**src/rtl/core/cse_pkg.sv**
```systemverilog
// ----------------------------------------------------------------------------
// cse_pkg
// Shared widths, register and action codes, and the constant-divide tables
// of the cosine series evaluator.
// ----------------------------------------------------------------------------
`default_nettype none

package cse_pkg;

   localparam int MAX_TERMS_DEF = 16;

   localparam int IDX_W      = 5;
   localparam int COEF_W     = 24;
   localparam int T_W        = 32;
   localparam int SERIES_W   = 40;
   localparam int PH_W       = 32;
   localparam int COS_W      = 18;
   localparam int NT_W       = 5;
   localparam int TURNS_W    = 32;
   localparam int CSR_IDX_W  = 2;
   localparam int CSR_DATA_W = 32;
   localparam int MUL_W      = 33;
   localparam int PROD_W     = 2 * MUL_W;

   localparam logic [NT_W-1:0]    NT_RESET    = 5'd10;
   localparam logic [TURNS_W-1:0] TURNS_RESET = 32'd1884137728;
   localparam logic [31:0]        TWO_PI_Q29  = 32'hC90F_DAA2;

   localparam logic [CSR_IDX_W-1:0] CSR_NUM_TERMS = 2'd0;
   localparam logic [CSR_IDX_W-1:0] CSR_TURNS     = 2'd1;

   localparam logic ACT_WRITE = 1'b0;
   localparam logic ACT_EVAL  = 1'b1;

   // low 32 bits of floor(2^shift / d) + 1; the top bit (2^32) is always set
   function automatic logic [31:0] div_magic(input logic use_sin, input logic [1:0] step);
      logic [31:0] val;
      case ({use_sin, step})
         3'b000:  val = 32'h2492_4925;
         3'b001:  val = 32'h1111_1112;
         3'b010:  val = 32'h5555_5556;
         3'b011:  val = 32'h0000_0001;
         3'b100:  val = 32'hC71C_71C8;
         3'b101:  val = 32'h8618_6187;
         3'b110:  val = 32'h9999_999A;
         3'b111:  val = 32'h5555_5556;
         default: val = 32'h0000_0001;
      endcase
      return val;
   endfunction

   function automatic logic [5:0] div_shift(input logic use_sin, input logic [1:0] step);
      logic [5:0] val;
      case ({use_sin, step})
         3'b000:  val = 6'd38;
         3'b001:  val = 6'd37;
         3'b010:  val = 6'd36;
         3'b011:  val = 6'd33;
         3'b100:  val = 6'd39;
         3'b101:  val = 6'd38;
         3'b110:  val = 6'd37;
         3'b111:  val = 6'd35;
         default: val = 6'd33;
      endcase
      return val;
   endfunction

endpackage

`default_nettype wire

```
**src/rtl/core/cse_ifs.sv**
```systemverilog
// ----------------------------------------------------------------------------
// cse_req_if / cse_rsp_if
// Valid/ready channels carrying request and result items.
// ----------------------------------------------------------------------------
`default_nettype none

interface cse_req_if;
   import cse_pkg::*;
   logic                     valid;
   logic                     ready;
   logic                     action;
   logic [IDX_W-1:0]         coef_index;
   logic signed [COEF_W-1:0] coef_value;
   logic signed [T_W-1:0]    t_value;

   modport source (output valid, action, coef_index, coef_value, t_value, input ready);
   modport sink   (input valid, action, coef_index, coef_value, t_value, output ready);
endinterface

interface cse_rsp_if;
   import cse_pkg::*;
   logic                       valid;
   logic                       ready;
   logic signed [SERIES_W-1:0] series_value;

   modport source (output valid, series_value, input ready);
   modport sink   (input valid, series_value, output ready);
endinterface

`default_nettype wire

```
**src/rtl/core/cse_ram.sv**
```systemverilog
// ----------------------------------------------------------------------------
// cse_ram
// Generic single-write, single-read RAM with registered read data.
// ----------------------------------------------------------------------------
`default_nettype none

module cse_ram #(
   parameter int WIDTH = 8,
   parameter int DEPTH = 2,
   localparam int ADDR_W = $clog2(DEPTH)
) (
   input  logic              clock,
   input  logic              wr_en,
   input  logic [ADDR_W-1:0] wr_addr,
   input  logic [WIDTH-1:0]  wr_data,
   input  logic              rd_en,
   input  logic [ADDR_W-1:0] rd_addr,
   output logic [WIDTH-1:0]  rd_data
);

   logic [WIDTH-1:0] mem_ff [DEPTH];
   logic [WIDTH-1:0] rd_data_ff;

   always_ff @(posedge clock) begin
      if (wr_en) begin
         mem_ff[wr_addr] <= wr_data;
      end
      if (rd_en) begin
         rd_data_ff <= mem_ff[rd_addr];
      end
   end

   assign rd_data = rd_data_ff;

endmodule

`default_nettype wire

```
**src/rtl/core/cosine_series_evaluator_top.sv**
```systemverilog
// ----------------------------------------------------------------------------
// cosine_series_evaluator_top
// Truncated Fourier cosine series C0 + 2*sum(Ci*cos(i*t/alpha)) in fixed point.
// ----------------------------------------------------------------------------
// Usage:
//   req_chan carries one item per valid/ready handshake. A write item
//   (action = 0) stores coef_value at coef_index and gives no result; an
//   index above MAX_TERMS is dropped. An evaluate item (action = 1) sums
//   harmonics 0..min(K, MAX_TERMS) at t_value and gives one item on rsp_chan.
//   csr_we/csr_index/csr_wdata set num_terms (K, index 0) and turns_per_unit
//   (index 1); write them only while the block is idle.
//   One shared 33x33 multiplier does all products; each of its 10 to 11 uses
//   per term has an issue state and a post-processing state.
//   req_chan.ready is high only while no evaluation is in flight.
//   Reset clears the coefficient table (by valid bits), loads the register
//   defaults and drops any pending result. When rsp_chan stalls, the result
//   holds in the output register and the next evaluation waits before its
//   final rounding step; write items are still taken.
// ----------------------------------------------------------------------------
`default_nettype none

module cosine_series_evaluator_top #(
   parameter int MAX_TERMS = cse_pkg::MAX_TERMS_DEF
) (
   input  logic                            clock,
   input  logic                            reset,
   cse_req_if.sink                         req_chan,
   cse_rsp_if.source                       rsp_chan,
   input  logic                            csr_we,
   input  logic [cse_pkg::CSR_IDX_W-1:0]   csr_index,
   input  logic [cse_pkg::CSR_DATA_W-1:0]  csr_wdata
);

   import cse_pkg::*;

   localparam int AW    = $clog2(MAX_TERMS + 1);
   localparam int CW    = (AW > IDX_W) ? AW : IDX_W;
   localparam int ACC_W = COEF_W + COS_W + $clog2(MAX_TERMS + 1);

   localparam logic [4:0] ST_IDLE    = 5'd0;
   localparam logic [4:0] ST_INIT    = 5'd1;
   localparam logic [4:0] ST_PHASE   = 5'd2;
   localparam logic [4:0] ST_FOLD    = 5'd3;
   localparam logic [4:0] ST_XMUL    = 5'd4;
   localparam logic [4:0] ST_XPOST   = 5'd5;
   localparam logic [4:0] ST_SQMUL   = 5'd6;
   localparam logic [4:0] ST_SQPOST  = 5'd7;
   localparam logic [4:0] ST_DIVMUL  = 5'd8;
   localparam logic [4:0] ST_DIVPOST = 5'd9;
   localparam logic [4:0] ST_HMUL    = 5'd10;
   localparam logic [4:0] ST_HPOST   = 5'd11;
   localparam logic [4:0] ST_SINMUL  = 5'd12;
   localparam logic [4:0] ST_SINPOST = 5'd13;
   localparam logic [4:0] ST_COS     = 5'd14;
   localparam logic [4:0] ST_CMUL    = 5'd15;
   localparam logic [4:0] ST_ACC     = 5'd16;
   localparam logic [4:0] ST_ROUND   = 5'd17;

   logic [4:0]                 state_ff, state_in;
   logic [NT_W-1:0]            num_terms_ff, num_terms_in;
   logic [TURNS_W-1:0]         turns_ff, turns_in;
   logic [PH_W-1:0]            base_ff, base_in;
   logic [PH_W-1:0]            ph_ff, ph_in;
   logic [29:0]                m_ff, m_in;
   logic                       neg_ff, neg_in;
   logic                       sin_ff, sin_in;
   logic [31:0]                x_ff, x_in;
   logic [31:0]                x2_ff, x2_in;
   logic [31:0]                n_ff, n_in;
   logic [32:0]                h_ff, h_in;
   logic [1:0]                 step_ff, step_in;
   logic signed [COS_W-1:0]    cos_ff, cos_in;
   logic signed [ACC_W-1:0]    acc_ff, acc_in;
   logic signed [PROD_W-1:0]   prod_ff, prod_in;
   logic [AW-1:0]              term_ff, term_in;
   logic                       rsp_vld_ff, rsp_vld_in;
   logic signed [SERIES_W-1:0] rsp_data_ff, rsp_data_in;
   logic [MAX_TERMS:0]         vld_ff, vld_in;
   logic                       vld_rd_ff, vld_rd_in;

   logic signed [MUL_W-1:0]    mul_a, mul_b;
   logic                       req_acc;
   logic [CW-1:0]              nt_ext;
   logic [AW-1:0]              k_sat;
   logic                       wr_en, rd_en;
   logic [AW-1:0]              wr_addr, rd_addr;
   logic [COEF_W-1:0]          rd_data;
   logic signed [COEF_W-1:0]   coef_rd;

   logic [32:0]                f0, f1, f2, f3;
   logic                       fold_neg, fold_sin;
   logic [60:0]                x_rnd;
   logic [64:0]                q_sum, q_shr;
   logic [33:0]                h_rnd;
   logic [16:0]                mag;
   logic [ACC_W:0]             acc_rnd;

   assign req_acc = req_chan.valid && req_chan.ready;
   assign req_chan.ready = (state_ff == ST_IDLE);
   assign rsp_chan.valid = rsp_vld_ff;
   assign rsp_chan.series_value = rsp_data_ff;

   assign nt_ext = CW'(num_terms_ff);
   assign k_sat  = (nt_ext > CW'(MAX_TERMS)) ? AW'(MAX_TERMS) : AW'(nt_ext);
   assign wr_addr = AW'(req_chan.coef_index);
   assign coef_rd = vld_rd_ff ? $signed(rd_data) : '0;

   cse_ram #(
      .WIDTH (COEF_W),
      .DEPTH (MAX_TERMS + 1)
   ) u_coef_ram (
      .clock   (clock),
      .wr_en   (wr_en),
      .wr_addr (wr_addr),
      .wr_data (req_chan.coef_value),
      .rd_en   (rd_en),
      .rd_addr (rd_addr),
      .rd_data (rd_data)
   );

   always_comb begin
      f0 = {1'b0, ph_ff};
      f1 = ph_ff[31] ? (33'h1_0000_0000 - f0) : f0;
      fold_neg = (f1 > 33'h0_4000_0000);
      f2 = fold_neg ? (33'h0_8000_0000 - f1) : f1;
      fold_sin = (f2 > 33'h0_2000_0000);
      f3 = fold_sin ? (33'h0_4000_0000 - f2) : f2;
      x_rnd = prod_ff[60:0] + (61'd1 << 28);
      q_sum = {1'b0, n_ff, 32'd0} + {1'b0, prod_ff[63:0]};
      q_shr = q_sum >> div_shift(sin_ff, step_ff);
      h_rnd = {1'b0, h_ff} + 34'h0_0000_8000;
      mag = h_rnd[32:16];
      acc_rnd = {acc_ff[ACC_W-1], acc_ff} + (ACC_W+1)'(17'h0_8000);
   end

   always_comb begin
      mul_a = MUL_W'(req_chan.t_value);
      mul_b = $signed({1'b0, turns_ff});
      case (state_ff)
         ST_XMUL: begin
            mul_a = $signed({3'b000, m_ff});
            mul_b = $signed({1'b0, TWO_PI_Q29});
         end
         ST_SQMUL: begin
            mul_a = $signed({1'b0, x_ff});
            mul_b = $signed({1'b0, x_ff});
         end
         ST_DIVMUL: begin
            mul_a = $signed({1'b0, n_ff});
            mul_b = $signed({1'b0, div_magic(sin_ff, step_ff)});
         end
         ST_HMUL: begin
            mul_a = $signed({1'b0, x2_ff});
            mul_b = $signed({1'b0, h_ff[31:0]});
         end
         ST_SINMUL: begin
            mul_a = $signed({1'b0, x_ff});
            mul_b = $signed({1'b0, h_ff[31:0]});
         end
         ST_CMUL: begin
            mul_a = MUL_W'(coef_rd);
            mul_b = MUL_W'(cos_ff);
         end
         default: begin
            mul_a = MUL_W'(req_chan.t_value);
            mul_b = $signed({1'b0, turns_ff});
         end
      endcase
      prod_in = mul_a * mul_b;
   end

   always_comb begin
      num_terms_in = num_terms_ff;
      turns_in     = turns_ff;
      if (csr_we) begin
         case (csr_index)
            CSR_NUM_TERMS: num_terms_in = csr_wdata[NT_W-1:0];
            CSR_TURNS:     turns_in     = csr_wdata[TURNS_W-1:0];
            default:       num_terms_in = num_terms_ff;
         endcase
      end
   end

   always_comb begin
      state_in    = state_ff;
      base_in     = base_ff;
      ph_in       = ph_ff;
      m_in        = m_ff;
      neg_in      = neg_ff;
      sin_in      = sin_ff;
      x_in        = x_ff;
      x2_in       = x2_ff;
      n_in        = n_ff;
      h_in        = h_ff;
      step_in     = step_ff;
      cos_in      = cos_ff;
      acc_in      = acc_ff;
      term_in     = term_ff;
      rsp_vld_in  = rsp_vld_ff;
      rsp_data_in = rsp_data_ff;
      vld_in      = vld_ff;
      wr_en       = 1'b0;
      rd_en       = 1'b0;
      rd_addr     = term_ff;

      if (rsp_vld_ff && rsp_chan.ready) begin
         rsp_vld_in = 1'b0;
      end

      case (state_ff)
         ST_IDLE: begin
            if (req_acc) begin
               if (req_chan.action == ACT_EVAL) begin
                  rd_en    = 1'b1;
                  rd_addr  = '0;
                  state_in = ST_INIT;
               end else if (CW'(req_chan.coef_index) <= CW'(MAX_TERMS)) begin
                  wr_en           = 1'b1;
                  vld_in[wr_addr] = 1'b1;
               end
            end
         end
         ST_INIT: begin
            base_in  = prod_ff[47:16];
            acc_in   = ACC_W'(coef_rd) <<< 16;
            ph_in    = '0;
            term_in  = AW'(1);
            state_in = (k_sat == '0) ? ST_ROUND : ST_PHASE;
         end
         ST_PHASE: begin
            ph_in    = ph_ff + base_ff;
            rd_en    = 1'b1;
            state_in = ST_FOLD;
         end
         ST_FOLD: begin
            m_in     = f3[29:0];
            neg_in   = fold_neg;
            sin_in   = fold_sin;
            state_in = ST_XMUL;
         end
         ST_XMUL: begin
            state_in = ST_XPOST;
         end
         ST_XPOST: begin
            x_in     = x_rnd[60:29];
            state_in = ST_SQMUL;
         end
         ST_SQMUL: begin
            state_in = ST_SQPOST;
         end
         ST_SQPOST: begin
            x2_in    = prod_ff[63:32];
            n_in     = prod_ff[63:32];
            step_in  = '0;
            state_in = ST_DIVMUL;
         end
         ST_DIVMUL: begin
            state_in = ST_DIVPOST;
         end
         ST_DIVPOST: begin
            h_in = 33'h1_0000_0000 - {1'b0, q_shr[31:0]};
            if (step_ff == 2'd3) begin
               state_in = sin_ff ? ST_SINMUL : ST_COS;
            end else begin
               step_in  = step_ff + 2'd1;
               state_in = ST_HMUL;
            end
         end
         ST_HMUL: begin
            state_in = ST_HPOST;
         end
         ST_HPOST: begin
            n_in     = h_ff[32] ? x2_ff : prod_ff[63:32];
            state_in = ST_DIVMUL;
         end
         ST_SINMUL: begin
            state_in = ST_SINPOST;
         end
         ST_SINPOST: begin
            h_in     = {1'b0, (h_ff[32] ? x_ff : prod_ff[63:32])};
            state_in = ST_COS;
         end
         ST_COS: begin
            cos_in   = neg_ff ? -$signed({1'b0, mag}) : $signed({1'b0, mag});
            state_in = ST_CMUL;
         end
         ST_CMUL: begin
            state_in = ST_ACC;
         end
         ST_ACC: begin
            acc_in = acc_ff + (ACC_W'($signed(prod_ff[COEF_W+COS_W-1:0])) <<< 1);
            if (term_ff == k_sat) begin
               state_in = ST_ROUND;
            end else begin
               term_in  = term_ff + AW'(1);
               state_in = ST_PHASE;
            end
         end
         ST_ROUND: begin
            if (!rsp_vld_ff || rsp_chan.ready) begin
               rsp_vld_in  = 1'b1;
               rsp_data_in = SERIES_W'($signed(acc_rnd[ACC_W:16]));
               state_in    = ST_IDLE;
            end
         end
         default: begin
            state_in = ST_IDLE;
         end
      endcase

      vld_rd_in = rd_en ? vld_ff[rd_addr] : vld_rd_ff;
   end

   always_ff @(posedge clock) begin
      if (reset) begin
         state_ff     <= ST_IDLE;
         num_terms_ff <= NT_RESET;
         turns_ff     <= TURNS_RESET;
         rsp_vld_ff   <= 1'b0;
         vld_ff       <= '0;
      end else begin
         state_ff     <= state_in;
         num_terms_ff <= num_terms_in;
         turns_ff     <= turns_in;
         rsp_vld_ff   <= rsp_vld_in;
         vld_ff       <= vld_in;
      end
   end

   always_ff @(posedge clock) begin
      base_ff     <= base_in;
      ph_ff       <= ph_in;
      m_ff        <= m_in;
      neg_ff      <= neg_in;
      sin_ff      <= sin_in;
      x_ff        <= x_in;
      x2_ff       <= x2_in;
      n_ff        <= n_in;
      h_ff        <= h_in;
      step_ff     <= step_in;
      cos_ff      <= cos_in;
      acc_ff      <= acc_in;
      prod_ff     <= prod_in;
      term_ff     <= term_in;
      rsp_data_ff <= rsp_data_in;
      vld_rd_ff   <= vld_rd_in;
   end

endmodule

`default_nettype wire

```
**src/flat_wrapper.sv**
```systemverilog
// flat-port wrapper written by rule: the top's interface ports become plain ports
module cosine_series_evaluator_top_flat import cse_pkg::*;
#(
   parameter int MAX_TERMS = cse_pkg::MAX_TERMS_DEF
)
  (clock, reset, csr_we, csr_index, csr_wdata, req_chan_valid, req_chan_action, req_chan_coef_index, req_chan_coef_value, req_chan_t_value, req_chan_ready, rsp_chan_valid, rsp_chan_series_value, rsp_chan_ready);
  cse_req_if req_chan_i ();
  cse_rsp_if rsp_chan_i ();
  input  logic clock;
  input  logic reset;
  input  logic csr_we;
  input  logic [cse_pkg::CSR_IDX_W-1:0] csr_index;
  input  logic [cse_pkg::CSR_DATA_W-1:0] csr_wdata;
  input wire logic [$bits(req_chan_i.valid)-1:0] req_chan_valid;
  input wire logic [$bits(req_chan_i.action)-1:0] req_chan_action;
  input wire logic [$bits(req_chan_i.coef_index)-1:0] req_chan_coef_index;
  input wire logic [$bits(req_chan_i.coef_value)-1:0] req_chan_coef_value;
  input wire logic [$bits(req_chan_i.t_value)-1:0] req_chan_t_value;
  output wire logic [$bits(req_chan_i.ready)-1:0] req_chan_ready;
  output wire logic [$bits(rsp_chan_i.valid)-1:0] rsp_chan_valid;
  output wire logic [$bits(rsp_chan_i.series_value)-1:0] rsp_chan_series_value;
  input wire logic [$bits(rsp_chan_i.ready)-1:0] rsp_chan_ready;
  assign req_chan_i.valid = req_chan_valid;
  assign req_chan_i.action = req_chan_action;
  assign req_chan_i.coef_index = req_chan_coef_index;
  assign req_chan_i.coef_value = req_chan_coef_value;
  assign req_chan_i.t_value = req_chan_t_value;
  assign req_chan_ready = req_chan_i.ready;
  assign rsp_chan_valid = rsp_chan_i.valid;
  assign rsp_chan_series_value = rsp_chan_i.series_value;
  assign rsp_chan_i.ready = rsp_chan_ready;
  cosine_series_evaluator_top #(.MAX_TERMS(MAX_TERMS)) u_core (.clock(clock), .reset(reset), .req_chan(req_chan_i), .rsp_chan(rsp_chan_i), .csr_we(csr_we), .csr_index(csr_index), .csr_wdata(csr_wdata));
endmodule
```
**config.mk**
```make
export PLATFORM = sky130hd
export DESIGN_NAME = cosine_series_evaluator_top_flat
export DESIGN_NICKNAME = d
export VERILOG_FILES = /design/src/rtl/core/cse_pkg.sv /design/src/rtl/core/cse_ifs.sv /design/src/rtl/core/cse_ram.sv /design/src/rtl/core/cosine_series_evaluator_top.sv /design/src/flat_wrapper.sv
export SDC_FILE = /design/constraint.sdc
export NUM_CORES = 2
export LEC_CHECK = 0
export BUFFER_PORTS_ARGS = -buffer_cell sky130_fd_sc_hd__buf_2
export CORE_MARGIN = 2
export CORE_UTILIZATION = 35
export CTS_CLUSTER_DIAMETER = 80
export CTS_CLUSTER_SIZE = 30
export DETAILED_ROUTE_END_ITERATION = 10
export HOLD_SLACK_MARGIN = 0.03
export PLACE_DENSITY = 0.48
export SKIP_CTS_REPAIR_TIMING = 1
export SYNTH_ARGS = -nofsm -noshare
export SYNTH_HDL_FRONTEND = slang
export SYNTH_SLANG_ARGS = --single-unit
```
**constraint.sdc**
```tcl
create_clock -name clock -period 14.9 [get_ports clock]
set_input_delay 2.98 -clock clock [delete_from_list [all_inputs] [get_ports clock]]
set_output_delay 2.98 -clock clock [all_outputs]
set_load 0.02 [all_outputs]
```
---- Word-level counts from Yosys, hierarchy flattened ----
Memories as Yosys holds them, arrays and structs flattened. A register that Yosys moved wholly into a read port is not among the register bits.
Index checks and enable logic that the tools add are counted.
storage, ports and cells
  register bits ........................... 454
  bits in latches ......................... 0
  RAM bits ................................ 408
  bits in read-only memories .............. 264
  input port bits ......................... 101
  output and inout port bits .............. 42
  logic and storage cells ................. 142
  memories ................................ 3
cells by class
  add/subtract/negate cells ............... 13
  multiply operators ...................... 1
  divide/modulo/power cells ............... 0
  magnitude comparators ................... 7
  equality and inequality tests ........... 25
  shifts and indexed selects .............. 1
  mux-type cells .......................... 45
  bitwise operators ....................... 2
  reductions and logical operators ........ 23
memories
  memory                    depth  width  read ports  clocked after Yosys merged registers in  write ports  RTL line       RTL
  u_core.u_coef_ram.mem_ff  17     24     1           1                                        1            cse_ram.sv:21  logic [WIDTH-1:0] mem_ff [DEPTH];
  (name not given)          8      30     1           0                                        0            cse_pkg.sv:38  case ({use_sin, step})
  (name not given)          8      3      1           0                                        0            cse_pkg.sv:54  case ({use_sin, step})
operators by type and width
  operator                                              number
  case mux 33 bit (5 select lines)                      2
  case mux 32 bit (2 select lines)                      2
  case mux 47 bit (2 select lines)                      1
  case mux 5 bit (17 select lines)                      1
  two-way mux 33 bit                                    2
  case mux 33 bit (2 select lines)                      1
  subtractor 33 x 32 -> 33 bit, first input constant    2
  adder 64 x 64 -> 65 bit                               1
  right shift 65 x 6 -> 32 bit                          1
  multiplier 33 x 33 -> 64 bit                          1
  two-way mux 32 bit                                    2
  adder 61 x 29 -> 61 bit, second input constant        1
  two-way mux 5 bit                                     11
  adder 47 x 17 -> 48 bit, second input constant        1
  adder 47 x 43 -> 47 bit                               1
  == test 5 x 4 -> 1 bit, second input constant         8
  adder 33 x 16 -> 33 bit, second input constant        1
  > comparator 33 x 30 -> 1 bit, second input constant  1
  > comparator 33 x 31 -> 1 bit, second input constant  1
  subtractor 32 x 33 -> 33 bit, first input constant    1
  adder 32 bit                                          1
  two-way mux 30 bit                                    1
  subtractor 1 x 30 -> 30 bit, first input constant     1
  two-way mux 24 bit                                    1
  other kinds (36)                                      71

---- Logic depth before layout (Yosys ltp) ----
  word-level depth ........................ 7
  gate-level depth with buffers ........... 44
  mapped depth without buffers ............ 41

---- Hierarchy ----
Synthesis repeated with hierarchy kept, for this count alone.
second synthesis, totals
  cells, all modules ...................... 8070
  area total of the unflattened synthesis .. 83378.7 µm²
modules (own cells, without submodules)
  module                       times used  cells each  area an instance (µm²)  sequential area each (µm²)
  cosine_series_evaluator_top  1           7375        66874.1                 12361.9
  cse_ram                      1           695         16504.6                 12972.4

---- Worst setup path after synthesis ----
No wires, ideal clock.
  kind .................................... input-to-reg
  start point ............................. input req_chan_t_value[8]
  end point ............................... register u_core.prod_ff[60]
  library setup time ...................... 0.119 ns
  arrival time ............................ 11.047 ns
  data required time ...................... 14.781 ns
  setup slack ............................. 3.734 ns
  cell stages on the path ................. 35
  path buffers ............................ 2
  cell sequence ........................... nand2_1 -> and4_1 -> clkbuf_1 -> clkbuf_1 -> nor2_1 -> fa_1 -> fa_1 -> fa_1 -> inv_1 -> fa_1 -> inv_1 -> fa_1 -> inv_1 -> fa_1 -> inv_1 -> fa_1 -> inv_1 -> fa_1 -> inv_1 -> ha_1 -> nand3_1 -> nor4_1 -> nand2_1 -> o21ai_0 -> a41o_1 -> nor2_1 -> o31a_1 -> o22ai_1 -> a31oi_1 -> o21a_1 -> o31ai_1 -> a21oi_1 -> o21bai_1 -> a21oi_1 -> xnor2_1
between the ends
  word-level cells in the longest chain between the ends .. 2
RTL lines
  item                              RTL line                            RTL
  start, declared                   flat_wrapper.sv:18                  input wire logic [$bits(req_chan_i.t_value)-1:0] req_chan_t_value;
  case mux 33 bit (5 select lines)  cosine_series_evaluator_top.sv:139  case (state_ff)
  multiplier 33 x 33 -> 64 bit      cosine_series_evaluator_top.sv:169  prod_in = mul_a * mul_b;
  net u_core.prod_in[60]            cosine_series_evaluator_top.sv:74   logic signed [PROD_W-1:0] prod_ff, prod_in;
  end signal, assigned              cosine_series_evaluator_top.sv:343  prod_ff <= prod_in;
  end, declared                     cosine_series_evaluator_top.sv:74
The timed path passes the listed nets, and every way through them passes these cells.
A chain may end at the register's enable or synchronous reset.

---- Worst setup path after layout ----
  start point ............................. register u_core.state_ff[1]
  end point ............................... register u_core.prod_ff[62]
between the ends
  word-level cells in the longest chain between the ends .. 4
  elaborated cells between the ends (all ways) .. 11
  classes of those cells .................. mul: 1; eq/ne: 6; mux: 2; reduce/logical: 2
RTL lines
  item                                                                     RTL line                            RTL
  start, declared                                                          cosine_series_evaluator_top.sv:59   logic [4:0] state_ff, state_in;
  start signal, assigned                                                   cosine_series_evaluator_top.sv:322  state_ff <= state_in;
  == test 5 x 3 -> 1 bit / == test 5 x 4 -> 1 bit (equally long branches)  cosine_series_evaluator_top.sv:139
  OR reduction 2 bit (no line)                                             -
  case mux 33 bit (5 select lines)                                         cosine_series_evaluator_top.sv:139
  multiplier 33 x 33 -> 64 bit (*)                                         cosine_series_evaluator_top.sv:169
  net u_core.prod_in[62]                                                   cosine_series_evaluator_top.sv:74
The timed path passes the listed nets; every way through them passes the cells marked *.

==> impl_metrics.csv <==
group,metric,value,unit
sta,final.setup.tns,0,ps
routing,vias_per_cell,5.50,
routing,ant_nets,0,
synthesis,ys_warn_count,0,
setup_path,cp.arrival,13540,ps
die,core_area,236000,um2
sta,drv_slew,0,
sta,fin_crit_sh,86.1,%
setup_path,worstPathMaxFanout,17,
sta,min_period,12840,ps
synthesis,synth_edf_count,761,
sta,slew_headroom,11.8,%
die,die_w,491,um
clock_tree,clkSinkCount,885,
hold_path,hp-class,"flop to flop",
setup_path,crit_top_cell,"fa_1",
sta,fin_ws,2060,ps
clock_tree,path_clk_slew,110,ps
global_route,grt_antenna_before_repair,24,
cells_and_area,multi_input_area,51900,um2
cells_and_area,n_fill_cell,23662,
die,die_height,491,um
routing,drt-initial-drc-count,6551,
setup_path,cp-end-kind,"flop",
synthesis,synth_cell_type_count,99,
setup_path,critical-path-top-delay-family,"compound AO/OA/AOI/OAI gates",
flow_run,drv_cap,0,
routing,wl,318,mm
sta,finalHoldViolCount,0,
sta,setup_viol,0,
setup_path,slowest_delay,960,ps
routing,wl_per_cell,27.4,um
synthesis,seq_area_frac_synth,30.5,%
synthesis,avgSynthCellArea,9.83,um2
placement,place_congestion,0.960,
sta,fmax,0.0779,GHz
global_route,grt_pass1_vias,64843,
clock_tree,clock_latency,830,ps
cells_and_area,final_nets,9975,
synthesis,ys_async_sr_fraction,0,%
setup_path,setup.worst_path.start_class,"flop",
global_route,grt_pass1_wl,461,mm
placement,pre_cts_ws,1600,ps
setup_path,worst_ep_required_time,15600,ps
clock_tree,cts-buffers-inserted,60,
die,start_util,35.2,%
placement,port_buffers,142,
sta,finalClockSkew,134,ps
global_route,gr-total-overflow,0,
setup_path,path_buf_inv,6,
synthesis,synth_top_area_cell,"edfxtp_1",
cells_and_area,final_common_cell,"nand2_1",
synthesis,syn_nets,10012,
clock_tree,clock-root-buffer,"clkbuf_16",
die,fp-row-count,178,
routing,drc,0,
sta,rsz0062_at_grt,"false",
routing,first_pass_iters,6,
run_status,status,"finished clean",
global_route,grt_usage,26.1,%
placement,dpl.hpwl,244,mm
clock_tree,clk_path_buf_depth,3,
sta,tightest_slew,1320,ps
synthesis,syn_area,83000,um2
synthesis,syn_inst,8447,
routing,via_count,63870,
clock_tree,cts_tree,"yes",
synthesis,synth_top_area_share,27.5,%
cells_and_area,drive_gt1_share,7.48,%
die,pin_count,143,
cells_and_area,syn_to_final_growth,8.57,%
synthesis,synth-seq-cells,885,
synthesis,yosys-top-cells-area,"edfxtp_1, fa_1, nand2_1",
die,dieArea,241000,um2
global_route,grt_max_degree,76,
cells_and_area,regArea,25300,um2
setup_path,cpMaxStageDelayCell,"o21a_1",
cells_and_area,final_cell_mix,"nand2_1, inv_1, fa_1, nor2_1, edfxtp_1",
clock_tree,htreeDepth,2,
setup_path,criticalPathCategory,"flop to flop",
synthesis,ys.flop_type,"edfxtp_1",
per-layer routing:
layer	vias to the layer above	wire (um)	GRT usage (%)
li1	27776	-	-
met1	32757	134000	35.7
met2	2756	140000	39.9
met3	565	25400	4.63
met4	16	18400	12.5
met5	-	101	0
worst reg2reg max path: cells and delay by family (launching register included):
kind / cells / cell delay, ps
adders and majority gates: 9 / 4070
and+or+nand+nor: 11 / 2890
DFF: 1 / 760
buffers and inverters: 6 / 560
xor gates and xnor gates: 1 / 130
AOI/OAI and AO/OA: 11 / 4320
flip-flops by register name, indices dropped and copies added, names as in the netlist, 17 cells and up:
| name | cells |
|---|---|
| u_core.h_ff | 33 |
| u_core.x2_ff | 32 |
| u_core.prod_ff | 64 |
| u_core.m_ff | 30 |
| u_core.cos_ff | 18 |
| u_core.vld_ff | 17 |
| u_core.rsp_chan.series_value | 32 |
| u_core.n_ff | 32 |
| u_core.base_ff | 32 |
| u_core.turns_ff | 32 |
| u_core.x_ff | 32 |
| u_core.u_coef_ram.mem_ff | 408 |
| u_core.ph_ff | 32 |
| u_core.acc_ff | 46 |
| u_core.u_coef_ram.rd_data | 24 |
final timing paths:
path	start	endpoint	slack, ps	cells past startpoint
setup / recovery	u_core.state_ff[1]	u_core.prod_ff[62]	2060	38
hold / removal	u_core.turns_ff[10]	u_core.turns_ff[10]	460	2
setup reg to reg	u_core.state_ff[1]	u_core.prod_ff[62]	2060	38
hold reg to reg	u_core.turns_ff[10]	u_core.turns_ff[10]	460	2
synth_stat cells (19+ instances only):
library cell	n
nand2_1	1214
nand3_1	315
buf_1	30
o22ai_1	44
a22oi_1	51
a21oi_1	260
edfxtp_1	761
nor2_1	785
o21ai_0	242
fa_1	1128
clkbuf_1	391
o211ai_1	19
and4_1	43
o21bai_1	26
dfxtp_1	124
o21a_1	37
nand3b_1	21
o31ai_1	26
a211oi_1	27
and2_1	31
a21o_1	101
xor2_1	136
and3_1	65
mux2i_1	56
nor3_1	70
a32oi_1	23
or3_1	21
o221ai_1	74
nor2b_1	49
a31oi_1	66
nand2b_1	36
nor4_1	21
nand4_1	63
inv_1	1182
xnor2_1	235
ha_1	336
mux2_2	51
cell type report:
| type | count | share of cell area, % |
|---|---|---|
| Tap cell | 3150 | 4.37 |
| Multi-Input combinational cell | 5936 | 57.6 |
| Antenna cell | 6 | 0.0167 |
| Timing Repair Buffer | 343 | 2.48 |
| Inverter | 1184 | 4.93 |
| Clock inverter | 44 | 0.780 |
| Clock buffer | 69 | 1.76 |
| Sequential cell | 885 | 28.1 |
kinds of logic (layout without fill, tap and decap cells):
family                   count (synthesis)  count (layout)  synth area share (%)
AND/OR/NAND/NOR                       2811            2811                  15.0
buffers and inverters                 1626            1640                  7.44
adder cells (fa/ha/maj)               1464            1464                  32.3
AO/OA/AOI/OAI                         1179            1179                  9.45
flip-flops                             885             885                  30.5
XOR/XNOR                               371             371                  3.91
multiplexers                           111             111                  1.48
other                                    0               6                     0
per-stage QoR:
stage / util [%] / hold WS [ps] / instances / cell area (um2)
6_report: 38.3 / 464 / 11617 / 90200
3_3_place_gp: 37.3 / 447 / 11498 / 87800
3_5_place_dp: 37.3 / 450 / 11498 / 87800
5_1_grt: 38.3 / 489 / 11612 / 90100
4_1_cts: 38.3 / 464 / 11611 / 90100
2_1_floorplan: - / 415 / 8447 / 83000
Power is not shown: default switching activity piles up to over one toggle a cycle in this logic, so the estimate is an artifact.
